[src/tsm_pkg.sv]
// Shared types and constants for the two-symbol Turing machine stepper.
// Used by tsm_rbuf and two_symbol_turing_machine_step; no dependencies.

package tsm_pkg;

  // Machine size.
  localparam int unsigned TAPE_CELLS = 4096;
  localparam int unsigned NUM_STATES = 64;

  localparam int unsigned HEAD_W     = $clog2(TAPE_CELLS);
  localparam int unsigned RULE_DEPTH = 2 * NUM_STATES;
  localparam int unsigned RULE_AW    = $clog2(RULE_DEPTH);

  localparam logic [HEAD_W-1:0] HEAD_RESET = HEAD_W'(TAPE_CELLS / 2 - 1);
  localparam logic [HEAD_W-1:0] TAPE_LAST  = HEAD_W'(TAPE_CELLS - 1);

  // Field widths fixed by the stream payload.
  localparam int unsigned STATE_W = 6;
  localparam int unsigned HPOS_W  = 12;
  localparam int unsigned STEPS_W = 32;

  // Head move codes of a rule; every other code halts the machine.
  localparam logic [1:0] MOVE_LEFT  = 2'd0;
  localparam logic [1:0] MOVE_RIGHT = 2'd1;
  localparam logic [1:0] MOVE_HALT  = 2'd2;

  typedef enum logic [0:0] {
    OP_LOAD = 1'b0,
    OP_STEP = 1'b1
  } op_e;

  typedef enum logic [1:0] {
    ST_STEPPED = 2'd0,
    ST_HALTED  = 2'd1,
    ST_EDGE    = 2'd2,
    ST_LOADED  = 2'd3
  } status_e;

  typedef struct packed {
    logic               wr_sym;
    logic [1:0]         move;
    logic [STATE_W-1:0] next;
  } rule_t;

  typedef struct packed {
    status_e            status;
    logic [STATE_W-1:0] state;
    logic [HPOS_W-1:0]  head;
    logic               sym;
    logic [STEPS_W-1:0] steps;
  } res_t;

endpackage

[src/tsm_rbuf.sv]
// Two-entry result buffer between the step logic and the output stream.
// Depends on tsm_pkg for the result type.

module tsm_rbuf (
  input  logic          clk_i,
  input  logic          rst_ni,
  input  logic          push_i,
  input  tsm_pkg::res_t push_data_i,
  output logic          full_o,
  output logic          valid_o,
  input  logic          ready_i,
  output tsm_pkg::res_t data_o
);

  tsm_pkg::res_t ent_q [2];
  logic          wr_ptr_q, rd_ptr_q;
  logic [1:0]    cnt_q, cnt_d;
  logic          pop;

  assign valid_o = (cnt_q != 2'd0);
  assign full_o  = (cnt_q == 2'd2);
  assign pop     = valid_o && ready_i;
  assign data_o  = ent_q[rd_ptr_q];
  assign cnt_d   = cnt_q + 2'(push_i) - 2'(pop);

  always_ff @(posedge clk_i) begin
    if (push_i) begin
      ent_q[wr_ptr_q] <= push_data_i;
    end
  end

  always_ff @(posedge clk_i or negedge rst_ni) begin
    if (!rst_ni) begin
      wr_ptr_q <= 1'b0;
      rd_ptr_q <= 1'b0;
      cnt_q    <= 2'd0;
    end else begin
      if (push_i) begin
        wr_ptr_q <= ~wr_ptr_q;
      end
      if (pop) begin
        rd_ptr_q <= ~rd_ptr_q;
      end
      cnt_q <= cnt_d;
    end
  end

endmodule

[config.mk]
export PLATFORM = sky130hd
export DESIGN_NAME = tsm_rbuf
export DESIGN_NICKNAME = d
export VERILOG_FILES = /design/src/tsm_pkg.sv /design/src/tsm_rbuf.sv
export SDC_FILE = /design/constraint.sdc
export NUM_CORES = 1
export LEC_CHECK = 0
export ABC_AREA = 1
export BUFFER_PORTS_ARGS = -buffer_cell sky130_fd_sc_hd__buf_2
export CAP_MARGIN = 20
export CORE_MARGIN = 10
export CORE_UTILIZATION = 54
export CTS_BUF_LIST = sky130_fd_sc_hd__clkbuf_4
export CTS_CLUSTER_SIZE = 30
export DETAILED_ROUTE_END_ITERATION = 8
export PLACE_DENSITY_LB_ADDON = 0.2
export SLEW_MARGIN = 5
export SYNTH_ARGS = -nofsm -noshare
export SYNTH_HDL_FRONTEND = slang
export SYNTH_SLANG_ARGS = --single-unit
[constraint.sdc]
create_clock -name clk_i -period 3.45 [get_ports clk_i]
set_input_delay 0.1725 -clock clk_i [delete_from_list [all_inputs] [get_ports clk_i]]
set_output_delay 0.1725 -clock clk_i [all_outputs]
set_load 0.01 [all_outputs]
After elaboration in Yosys (flattened, before gate mapping)
Memory sizes are Yosys's and may differ from the RTL's. Cells that the tools add are included.

Bitwise gates (word level): 2. Add/sub/neg operators: 2. Eq/ne operators: 1. Reduce and logical (&&, ||, !) cells: 2. Muxes and demuxes: 2.

Operators with widths (number): $add 2x1->2 (1); $eq 2x2->1 const B (1); $mux 1 (2); $not 1->1 (2); $reduce_bool 2->1 (1); $sub 2x1->2 (1); $logic_and 1x1->1 (1).

Bits in registers: 4. Memories kept: 1. Word-level logic and storage cells: 13. Memory bits (writable): 106. Output and inout port bits: 55. Input bits: 57.

Memory list: ent_q (words 2, width 53, rd ports 1, clocked after memory_dff 0, write ports 1, line tsm_rbuf.sv:15) `tsm_pkg::res_t ent_q [2];`.

Depth between registers and ports, before layout
Gate-level depths: netlist of the first run.

Depth after elaboration: 3. Mapped depth: 10. Gate-level depth less buffers: 10.

Least setup slack after synthesis of the first run
Ideal clock, no wire load.

Path type: register to register. Start point: register wr_ptr_q. End point: memory ent_q[0][0] (netlist bit) (enable). Arrival time: 2.632 ns. Slack: 0.352 ns. Stages on the path, launching flop included: 2. Setup time: 0.465 ns. Period minus slack after synthesis: 3.098 ns. Data required time: 2.985 ns. Buffers on the path: 0. Path through: dfrtp_1 > nor2_1.

RTL lines: start: declaration (line tsm_rbuf.sv:16) `logic wr_ptr_q, rd_ptr_q;`; start signal: assignment (line tsm_rbuf.sv:39) `wr_ptr_q <= ~wr_ptr_q;`; end: declaration (line tsm_rbuf.sv:15).

Straight into the memory's write port.

==> qor.tcl, run 1 <==
set qor(synth-compound-area-share) 0
set qor(finished_layout_cell_area_mm2) 0.00542
set qor(max_clock_freq_mhz) 460
set qor(dp_slack_ps) 1600
set qor(internal_power_mw) 2.46
set qor(ioPinCount) 112
set qor(critical-path-max-stage-delay_ps) 880
set qor(postSynthCellCount) 306
set qor(min_period_over_period) 0.630
set qor(postSynthAreaPerCell_um2) 13.4
set qor(power_per_cell_area_mw_per_mm2) 703
set qor(detail-route-antenna-nets) 0
set qor(floorplan.die.width_um) 107
set qor(cts_max_path_buffers) 2
set qor(grt_start_max_net_pins) 55
set qor(r2r-start) {wr_ptr_q$_DFFE_PN0P_}
set qor(synth_top_family_by_area) {simple AND/OR/NAND/NOR gates}
set qor(yosys.area_share.simple) 0.159
set qor(cp_common_cell) {sky130_fd_sc_hd__nand2_1}
set qor(cts_num_sinks) 110
set qor(worst_setup_hold_path_clk_slew_ps) 140
set qor(outcome) {complete, no violations}
set qor(synth.yosys.seq_area_share) 0.798
set qor(finalHoldViolations) 0
set qor(number_of_nets_in_the_synthesized_netlist) 365
set qor(cts-htree-levels) 3
set qor(die-area_mm2) 0.0115
set qor(grt_setup_unrepaired) {false}
set qor(worstPathRequired_ps) 3280
set qor(reg2reg_setup_slack_ps) 1620
set qor(synth_adder_area_share) 0.00608
set qor(layout.filler_cells) 470
set qor(hold_path.class) {in -> async}
set qor(via_count_of_the_first_global_routing_pass) 2876
set qor(max_slew_margin) 0.505
set qor(mux_contribution_to_synthesized_area) 0
set qor(criticalPathCategory) {reg -> out}
set qor(gp_congestion) 0.692
set qor(wire_length_of_the_first_global_routing_pass_mm) 13.8
set qor(timing.hold.ws_ps) 59.0
set qor(cts_tree) {done}
set qor(die_height_um) 107
set qor(p_leak_nw) 2.38
set qor(routed-via-count) 2816
set qor(end_kind) {output pin}
set qor(floorplan.rows) 31
set qor(port_buffers) 111
set qor(avgRoutedWirePerCell_um) 15.3
set qor(power.clock.fraction) 0.156
set qor(worst_case_vdd_ir_drop_v) 0.000377
set qor(fin_ws_ps) 1280
set qor(p_sw_mw) 1.35
set qor(detailedPlacementHpwl_mm) 5.50
set qor(critical_path.reg2reg.endpoint) {ent_q[0][2]$_DFFE_PP_}
set qor(root_buffer) {sky130_fd_sc_hd__clkbuf_4}
set qor(max_cap_viol_count) 0
set qor(final_setup_tns_ps) 0
set qor(skew_ps) 8.82
set qor(drive_gt1_frac) 0.275
set qor(least_margin_pin_slew_ps) 743
set qor(synthXorXnorAreaFrac) 0.00213
set qor(combinational_cell_fraction_of_total_power) 0.344
set qor(dr.pass1.iters) 4
set qor(critical_path_peak_fanout) 37
set qor(final_core_utilization) 0.739
set qor(post_synth_instance_area_mm2) 0.00411
set qor(switching_fraction_of_total_power) 0.354
set qor(initial_util) 0.561
set qor(route.detailed.vias_per_inst) 4.86
set qor(yosys_warnings) 0
set qor(number_of_antenna_violations_at_the_first_check_in_global_routing) 1
set qor(finalWorstPathRequiredPeriod_ps) 2170
set qor(drv_slew) 0
set qor(synth_cell_type_count) 11
set qor(routed_wl_mm) 8.90
set qor(source_to_sink_clock_delay_at_the_later_pin_of_the_worst_skew_pair_ps) 430
set qor(overall_fraction_of_global_route_tracks_in_use) 0.153
set qor(timing.final.setup_violations) 0
set qor(coreArea_mm2) 0.00733
set qor(global_route.overflow_total) 0
set qor(worstPathCellList) {buf_4 -> nand2_1 -> nand2_1 -> buf_2}
set qor(dpl_cell_area_mm2) 0.00473
set qor(dr_iter_0_viols) 87
set qor(share_seq_of_total_power) 0.500
set qor(worst_r2r_path_depth) 2
set qor(cts_inserted_buffers) 9
set qor(areaGrowthSynthToFinish_pct) 31.8
set qor(crit_path_top_delay_cell) {sky130_fd_sc_hd__dfrtp_2}
set qor(setup.worst_path.start_class) {flop}
set qor(ys_ff_latch) 110
set qor(fin_nets) 535
set qor(worstPathArrival_ps) 2000
set qor(drcViolationCount) 0
[layout by cell type, fill, tap and decap left out]
cell / instances
sky130_fd_sc_hd__nand2_1: 169
sky130_fd_sc_hd__buf_2: 111
sky130_fd_sc_hd__edfxtp_1: 106
sky130_fd_sc_hd__dlygate4sd3_1: 56
sky130_fd_sc_hd__clkbuf_4: 10
sky130_fd_sc_hd__inv_1: 7
sky130_fd_sc_hd__dfrtp_1: 3
sky130_fd_sc_hd__nand3_1: 2
sky130_fd_sc_hd__ha_1: 2
sky130_fd_sc_hd__clkinv_2: 2
sky130_fd_sc_hd__buf_4: 2
sky130_fd_sc_hd__diode_2: 1
sky130_fd_sc_hd__inv_6: 1
sky130_fd_sc_hd__nor2_1: 1
sky130_fd_sc_hd__inv_2: 1
sky130_fd_sc_hd__nor2_4: 1
sky130_fd_sc_hd__xor2_1: 1
sky130_fd_sc_hd__bufinv_16: 1
sky130_fd_sc_hd__clkinv_1: 1
sky130_fd_sc_hd__clkinvlp_4: 1
sky130_fd_sc_hd__buf_12: 1
sky130_fd_sc_hd__dfrtp_2: 1
[through the flow]
step           cells  total power [mW]
3_5_place_dp     508              3.22
5_1_grt          580              4.06
4_1_cts          578              3.83
3_3_place_gp     507              3.18
2_1_floorplan    306              2.73
6_report         580              3.81
[layout make-up]
cell class | instances | area [µm²] | share of cell area
timing repair buffer | 170 | 1150 | 0.212
multi-input combinational | 176 | 693 | 0.128
inverter | 9 | 38.8 | 0.00716
sequential | 110 | 3280 | 0.606
clock buffer | 10 | 75.1 | 0.0139
antenna | 1 | 2.50 | 0.000462
clock inverter | 5 | 51.3 | 0.00946
tap | 99 | 124 | 0.0229
[routing by layer]
layer	routed length, µm	part of all wire	vias to the layer above	GRT usage
met3	708	0.080	12	0.0479
met1	3560	0.40	1340	0.170
li1	-	-	1359	-
met5	0	0	-	0
met4	127	0.014	0	0.0542
met2	4500	0.51	105	0.270
[Yosys cell counts (all sizes together)]
cell type | n | area, µm²
edfxtp | 106 | 3180
nand2 | 169 | 634
inv | 9 | 38.8
dfrtp | 4 | 100
buf | 11 | 105
xor2 | 1 | 8.76
ha | 2 | 25.0
nor2 | 2 | 7.51
nand3 | 2 | 10.0
[flip-flops by register name, indices dropped and copies added (netlist names)]
name	count
wr_ptr_q	1
rd_ptr_q	1
ent_q	106
cnt_q	2
[how the worst max path moves through the flow]
stage | slack, ps | depth (start not counted) | from | endpoint
final | 1280 | 4 | rd_ptr_q$_DFFE_PN0P_ | data_o[24]
after global placement | 1610 | 2 | wr_ptr_q$_DFFE_PN0P_ | ent_q[0][5]$_DFFE_PP_
after floorplan | 350 | 1 | wr_ptr_q$_DFFE_PN0P_ | ent_q[0][0]$_DFFE_PP_
after CTS | 1230 | 4 | rd_ptr_q$_DFFE_PN0P_ | data_o[11]
after global routing | 1070 | 4 | rd_ptr_q$_DFFE_PN0P_ | data_o[0]
after detailed placement | 1600 | 2 | wr_ptr_q$_DFFE_PN0P_ | ent_q[0][4]$_DFFE_PP_
[power by group through the flow]
stage	Sequential, mW	Combinational [mW]	Clock, mW
after floorplan	1.87	0.865	0
after global placement	1.93	1.24	0
after detailed placement	1.94	1.28	0
after CTS	1.91	1.33	0.594
after global routing	1.94	1.47	0.650
final	1.91	1.31	0.593
[critical path, delay by kind of cell (launching register included)]
| kind | cells | cell delay, ps |
|---|---|---|
| buffers and inverters | 2 | 510 |
| DFF | 1 | 880 |
| and+or+nand+nor | 2 | 170 |
[cell families after synthesis]
kind of cell,count (synthesis)
and+or+nand+nor,173
DFF,110
buffers and inverters,20
adders and majority gates,2
xor gates and xnor gates,1
[what timing repair did]
action	CTS	global route
buffers inserted	0	0
hold buffers	55	1
resized for setup	0	0
hold endpoints to repair	111	1
Note: power is estimated with default switching activity, not from simulation.
==> inputs of run 2 (changes only) <==
--- a/config.mk
+++ b/config.mk
@@ -9,7 +9,7 @@
 export BUFFER_PORTS_ARGS = -buffer_cell sky130_fd_sc_hd__buf_2
 export CAP_MARGIN = 20
 export CORE_MARGIN = 10
-export CORE_UTILIZATION = 54
+export CORE_UTILIZATION = 49
 export CTS_BUF_LIST = sky130_fd_sc_hd__clkbuf_4
 export CTS_CLUSTER_SIZE = 30
 export DETAILED_ROUTE_END_ITERATION = 8
==> constraint.sdc (replaced) <==
create_clock -name clk_i -period 1.8 [get_ports clk_i]
set_input_delay 0.09 -clock clk_i [delete_from_list [all_inputs] [get_ports clk_i]]
set_output_delay 0.09 -clock clk_i [all_outputs]
set_load 0.01 [all_outputs]
==> run 2 against run 1 <==
  * Critical path depth unchanged
  * Hold slack better by 300 ps
  * Total power up 94%
  * Largest cell class unchanged
  * Combinational power up 100%
  * Critical endpoint is now data_o[29]
  * Sequential share of layout area down 0.68 points
  * Final area up 1.1%
  * Sequential cell count unchanged
==> qor.tcl, run 2 (same netlist as run 1, synthesis figures left out) <==
set qor(floorplan.die.width_um) 112
set qor(grt_use_met3) 0.0488
set qor(final_setup_tns_ps) 0
set qor(criticalPathCategory) {reg -> out}
set qor(r2r-start) {cnt_q[1]$_DFF_PN0_}
set qor(die_height_um) 112
set qor(grt_start_max_net_pins) 55
set qor(max_slew_margin) 0.758
set qor(areaGrowthSynthToFinish_pct) 33.3
set qor(max_reg_flops) 106
set qor(worstPathArrival_ps) 1570
set qor(min_period_over_period) 0.919
set qor(skew_ps) 13.0
set qor(root_buffer) {sky130_fd_sc_hd__clkbuf_4}
set qor(source_to_sink_clock_delay_at_the_later_pin_of_the_worst_skew_pair_ps) 430
set qor(worst_case_vdd_ir_drop_v) 0.000771
set qor(avgRoutedWirePerCell_um) 14.4
set qor(dpl_cell_area_mm2) 0.00477
set qor(floorplan.rows) 33
set qor(drive_gt1_frac) 0.279
set qor(setup.worst_path.start_class) {flop}
set qor(cts-htree-levels) 3
set qor(antenna_cells) 0
set qor(dr_iter_0_viols) 144
set qor(p_leak_nw) 2.39
set qor(drcViolationCount) 0
set qor(detail-route-antenna-nets) 0
set qor(end_kind) {output pin}
set qor(cts_max_path_buffers) 2
set qor(worst_setup_path_startpoint) {rd_ptr_q$_DFFE_PN0P_}
set qor(worstPathCellList) {buf_4 -> nand2_1 -> nand2_1 -> buf_2}
set qor(critical-path-max-stage-delay_ps) 450
set qor(hold_path.class) {in -> reg}
set qor(overall_fraction_of_global_route_tracks_in_use) 0.136
set qor(wire_length_of_the_first_global_routing_pass_mm) 13.9
set qor(dr.pass1.iters) 4
set qor(power_per_cell_area_mw_per_mm2) 1350
set qor(finalWorstPathRequiredPeriod_ps) 1660
set qor(grt_most_used_layer) {met2}
set qor(layout_common_cells) {169 x sky130_fd_sc_hd__nand2_1, 111 x sky130_fd_sc_hd__buf_2, 106 x sky130_fd_sc_hd__edfxtp_1, 57 x sky130_fd_sc_hd__dlygate4sd3_1, 12 x sky130_fd_sc_hd__clkbuf_4}
set qor(top_regs) {ent_q (106), cnt_q (2)}
set qor(timing.final.setup_violations) 0
set qor(die-area_mm2) 0.0125
set qor(initial_util) 0.503
set qor(route.detailed.vias_per_inst) 4.52
set qor(via_count_of_the_first_global_routing_pass) 2901
set qor(least_margin_pin_slew_ps) 363
set qor(cts_tree) {done}
set qor(cts_num_sinks) 110
set qor(cp_common_cell) {sky130_fd_sc_hd__nand2_1}
set qor(max_cap_viol_count) 0
set qor(hp-start) {push_data_i[34]}
set qor(coreArea_mm2) 0.00818
set qor(finished_layout_cell_area_mm2) 0.00548
set qor(drv_slew) 0
set qor(fin_nets) 538
set qor(total_power_mw) 7.38
set qor(global_route.overflow_total) 0
set qor(crit_path_top_delay_cell) {sky130_fd_sc_hd__dfrtp_2}
set qor(ioPinCount) 112
set qor(met1_usage) 0.149
set qor(finalHoldViolations) 0
set qor(outcome) {complete, no violations}
set qor(max_clock_freq_mhz) 604
set qor(port_buffers) 111
set qor(cts_inserted_buffers) 9
set qor(routed_wl_mm) 8.47
set qor(worst_setup_hold_path_clk_slew_ps) 160
set qor(detailedPlacementHpwl_mm) 5.32
set qor(grtUsageMet2) 0.239
set qor(worstPathRequired_ps) 1710
set qor(registers.top_by_ff_count) {ent_q}
set qor(grt_setup_unrepaired) {false}
set qor(number_of_antenna_violations_at_the_first_check_in_global_routing) 0
set qor(critical_path_peak_fanout) 33
set qor(reg2reg_setup_slack_ps) 390
set qor(mostFrequentLayoutCell) {sky130_fd_sc_hd__nand2_1}
set qor(routed-via-count) 2664
set qor(final_core_utilization) 0.670
set qor(gp_congestion) 0.722
run 2: cell count changes in the layout (fill, tap and decap cells not counted), sizes merged:
| cell | change |
|---|---|
| buf | +2 |
| clkbuf | +2 |
| clkinv | -2 |
| clkinvlp | +2 |
| diode | -1 |
| dlygate4sd3 | +1 |
| inv | -1 |
run 2: worst paths after layout:
check                                         end  depth (start not counted)
max reg2reg                    cnt_q[1]$_DFF_PN0_                          9
min in group asynchronous      cnt_q[0]$_DFF_PN0_                          3
max in group asynchronous    rd_ptr_q$_DFFE_PN0P_                          3
min                        ent_q[0][34]$_DFFE_PP_                          2
min reg2reg                  wr_ptr_q$_DFFE_PN0P_                          1
max                                    data_o[29]                          4
run 2: cell type report:
cell class / instances / area (µm²)
Sequential cell: 110 / 3280
Fill cell: 587 / 2690
Timing Repair Buffer: 173 / 1190
Multi-Input combinational cell: 176 / 693
Tap cell: 105 / 131
Clock buffer: 12 / 90.1
Clock inverter: 4 / 48.8
Inverter: 9 / 45.0
run 2: routing by layer:
layer / vias up / share of wire
met3: 8 / 0.070
met2: 74 / 0.49
met4: 0 / 0.012
li1: 1361 / -
met1: 1221 / 0.42
met5: - / 0
run 2: what timing repair did:
| item | in CTS | in global routing |
|---|---|---|
| resized for setup | 0 | 1 |
| setup endpoints to repair | 0 | 1 |
| hold buffers | 57 | 0 |
| buffers inserted | 0 | 0 |
| endpoints found under the hold margin | 113 | 0 |
run 2: worst max-delay path: cells and delay by family (launching register included):
family	cells	cell delay [ps]
buf+inv	2	500
flops	1	450
simple gates	2	180
run 2: per-stage QoR:
stage / hold slack (ps) / setup slack (ps) / instances
6_report: 364 / 145 / 589
2_1_floorplan: -206 / 136 / 306
5_1_grt: 351 / 15.8 / 589
3_5_place_dp: -93.9 / 392 / 516
4_1_cts: 346 / 91.8 / 589
3_3_place_gp: -96.0 / 471 / 516
run 2: report_power, final:
group          leakage, nW  switching (mW)  total [mW]  internal (mW)
combinational         1.28            1.71        2.65          0.944
sequential            1.04           0.139        3.53           3.39
clock               0.0712           0.722        1.19          0.468
total                 2.39            2.57        7.38           4.81
==> inputs of run 3 (changes only) <==
--- a/config.mk
+++ b/config.mk
@@ -6,7 +6,7 @@
 export NUM_CORES = 1
 export LEC_CHECK = 0
 export ABC_AREA = 1
-export BUFFER_PORTS_ARGS = -buffer_cell sky130_fd_sc_hd__buf_2
+export BUFFER_PORTS_ARGS = -buffer_cell sky130_fd_sc_hd__clkbuf_2
 export CAP_MARGIN = 20
 export CORE_MARGIN = 10
 export CORE_UTILIZATION = 49
==> run 3 against run 2 <==
  * Clock skew decreased by 5.5 ps
  * Via count increased by 2.1%
  * Core utilization hardly changed
  * Setup slack improved by 43 ps
  * Register-to-register slack is essentially flat
  * Sequential share of layout area is essentially flat
  * Non-clock buffer count is 1 higher
  * Sequential cell count did not move
  * Critical path depth unchanged
  * Highest routed layer unchanged
==> qor.tcl, run 3 (same netlist as run 1, synthesis figures left out) <==
set qor(share_seq_of_total_power) 0.479
set qor(outcome) {complete, no violations}
set qor(detailedPlacementHpwl_mm) 5.20
set qor(max_slew_margin) 0.734
set qor(hp-start) {push_data_i[37]}
set qor(wire_length_of_the_first_global_routing_pass_mm) 14.1
set qor(dr.pass1.iters) 6
set qor(final_setup_tns_ps) 0
set qor(registers.top_by_ff_count) {ent_q}
set qor(root_buffer) {sky130_fd_sc_hd__clkbuf_4}
set qor(multiInputGateArea_um2) 693
set qor(skew_ps) 7.47
set qor(drcViolationCount) 0
set qor(p_leak_nw) 2.41
set qor(gp_congestion) 0.710
set qor(global_route.overflow_total) 0
set qor(switching_fraction_of_total_power) 0.354
set qor(max_cap_viol_count) 0
set qor(finalHoldViolations) 0
set qor(combinational_cell_fraction_of_total_power) 0.362
set qor(min_period_over_period) 0.896
set qor(overall_fraction_of_global_route_tracks_in_use) 0.139
set qor(p_sw_mw) 2.61
set qor(drv_slew) 0
set qor(floorplan.die.width_um) 112
set qor(worst_case_vdd_ir_drop_v) 0.000780
set qor(grt_start_max_net_pins) 55
set qor(top_regs) {ent_q (106), cnt_q (2)}
set qor(r2r-start) {cnt_q[1]$_DFF_PN0_}
set qor(via_count_of_the_first_global_routing_pass) 2883
set qor(fin_cells) 590
set qor(port_buffers) 111
set qor(worst_setup_hold_path_clk_slew_ps) 150
set qor(layout_common_cells) {169 x sky130_fd_sc_hd__nand2_1, 111 x sky130_fd_sc_hd__clkbuf_2, 106 x sky130_fd_sc_hd__edfxtp_1, 57 x sky130_fd_sc_hd__dlygate4sd3_1, 10 x sky130_fd_sc_hd__clkbuf_4}
set qor(end_kind) {output pin}
set qor(route.detailed.vias_per_inst) 4.61
set qor(reg2reg_setup_slack_ps) 400
set qor(floorplan.rows) 33
set qor(routed-via-count) 2720
set qor(detail-route-antenna-nets) 0
set qor(max_clock_freq_mhz) 620
set qor(avgRoutedWirePerCell_um) 14.4
set qor(timing.final.setup_violations) 0
set qor(final_core_utilization) 0.670
set qor(ioPinCount) 112
set qor(areaGrowthSynthToFinish_pct) 33.2
set qor(critical_path.reg2reg.endpoint) {cnt_q[1]$_DFF_PN0_}
set qor(routed_wl_mm) 8.50
set qor(cts_num_sinks) 110
set qor(hold_path.class) {in -> reg}
set qor(cts-htree-levels) 3
set qor(die-area_mm2) 0.0125
set qor(postCtsSetupBuffers) 0
set qor(source_to_sink_clock_delay_at_the_later_pin_of_the_worst_skew_pair_ps) 430
set qor(power.clock.fraction) 0.159
set qor(cts_inserted_buffers) 9
set qor(worst_r2r_path_depth) 9
set qor(dr_iter_0_viols) 149
set qor(fin_nets) 539
set qor(cts_tree) {done}
set qor(setup.worst_path.start_class) {flop}
set qor(grt_setup_unrepaired) {false}
set qor(internal_power_mw) 4.76
set qor(finalWorstPathRequiredPeriod_ps) 1610
set qor(dpl.cell_count) 517
set qor(drive_gt1_frac) 0.280
set qor(criticalPathCategory) {reg -> out}
set qor(coreArea_mm2) 0.00818
set qor(mostFrequentLayoutCell) {sky130_fd_sc_hd__nand2_1}
set qor(seq_area_mm2) 0.00328
set qor(max_reg_flops) 106
set qor(cts_max_path_buffers) 2
set qor(hold_end) {ent_q[1][37]$_DFFE_PP_}
set qor(least_margin_pin_slew_ps) 399
set qor(worstPathRequired_ps) 1710
set qor(antenna_cells) 0
set qor(power_per_cell_area_mw_per_mm2) 1350
set qor(layout.filler_cells) 612
set qor(critical_path_peak_fanout) 54
set qor(worstPathArrival_ps) 1520
set qor(initial_util) 0.503
set qor(holdPathStages) 2
set qor(die_height_um) 112
set qor(number_of_antenna_violations_at_the_first_check_in_global_routing) 0
## run 3: changes by cell type in the layout (fill, tap and decap cells not counted)
cell,change
sky130_fd_sc_hd__buf_4,+1
sky130_fd_sc_hd__buf_12,-1
sky130_fd_sc_hd__clkbuf_2,+111
sky130_fd_sc_hd__buf_6,+1
sky130_fd_sc_hd__clkinv_4,+1
sky130_fd_sc_hd__buf_2,-111
sky130_fd_sc_hd__clkbuf_4,-2
sky130_fd_sc_hd__clkinv_2,+1
## run 3: stage by stage
step	total power, mW	setup WS (ps)	hold WS [ps]	instance area [µm²]
after floorplan	5.23	136	-206	4120
after global placement	6.18	470	-93.5	4760
after detailed placement	6.22	425	-90.8	4760
after CTS	7.46	89.9	341	5470
after global routing	7.93	37.3	347	5480
final	7.38	188	372	5480
## run 3: worst max path at each step
stage                          from               endpoint  slack, ps  depth (start not counted)
5_1_grt        rd_ptr_q$_DFFE_PN0P_              data_o[1]         40                          4
4_1_cts        rd_ptr_q$_DFFE_PN0P_             data_o[48]         90                          4
6_report       rd_ptr_q$_DFFE_PN0P_             data_o[23]        190                          4
2_1_floorplan  wr_ptr_q$_DFFE_PN0P_  ent_q[1][0]$_DFFE_PP_        140                          2
3_3_place_gp     cnt_q[1]$_DFF_PN0_     cnt_q[1]$_DFF_PN0_        470                          9
3_5_place_dp     cnt_q[1]$_DFF_PN0_     cnt_q[1]$_DFF_PN0_        420                          9
## run 3: cell type report
class                   count  share of cell area
repair buffers            174               0.217
multi-input cells         176               0.127
inverters                   9             0.00822
flip-flops and latches    110               0.599
clock inverters             6              0.0114
clock buffers              10              0.0137
well taps                 105              0.0240
## run 3: power by group through the flow
stage	Sequential (mW)	Combinational [mW]	Clock, mW
detailed placement	3.59	2.63	0
finish	3.53	2.67	1.17
CTS	3.53	2.74	1.20
global placement	3.57	2.61	0
global route	3.58	3.05	1.31
floorplan	3.56	1.67	0
## run 3: timing repair
| action | CTS | global route |
|---|---|---|
| hold buffers | 57 | 0 |
| endpoints found under the hold margin | 113 | 0 |
| gates resized for setup | 0 | 2 |
| setup endpoints to repair | 0 | 6 |
## run 3: routing by layer
metal	track usage	part of all wire	routed length [µm]
met5	0	0	0
met4	0.0488	0.012	101
met3	0.0531	0.082	695
met2	0.241	0.51	4370
met1	0.153	0.39	3330
## run 3: worst max-delay path: stages, from the launching register on
cell and delay, ps:
sky130_fd_sc_hd__dfrtp_2 480, sky130_fd_sc_hd__inv_8 260, sky130_fd_sc_hd__nand2_1 90, sky130_fd_sc_hd__nand2_1 100, sky130_fd_sc_hd__clkbuf_2 140
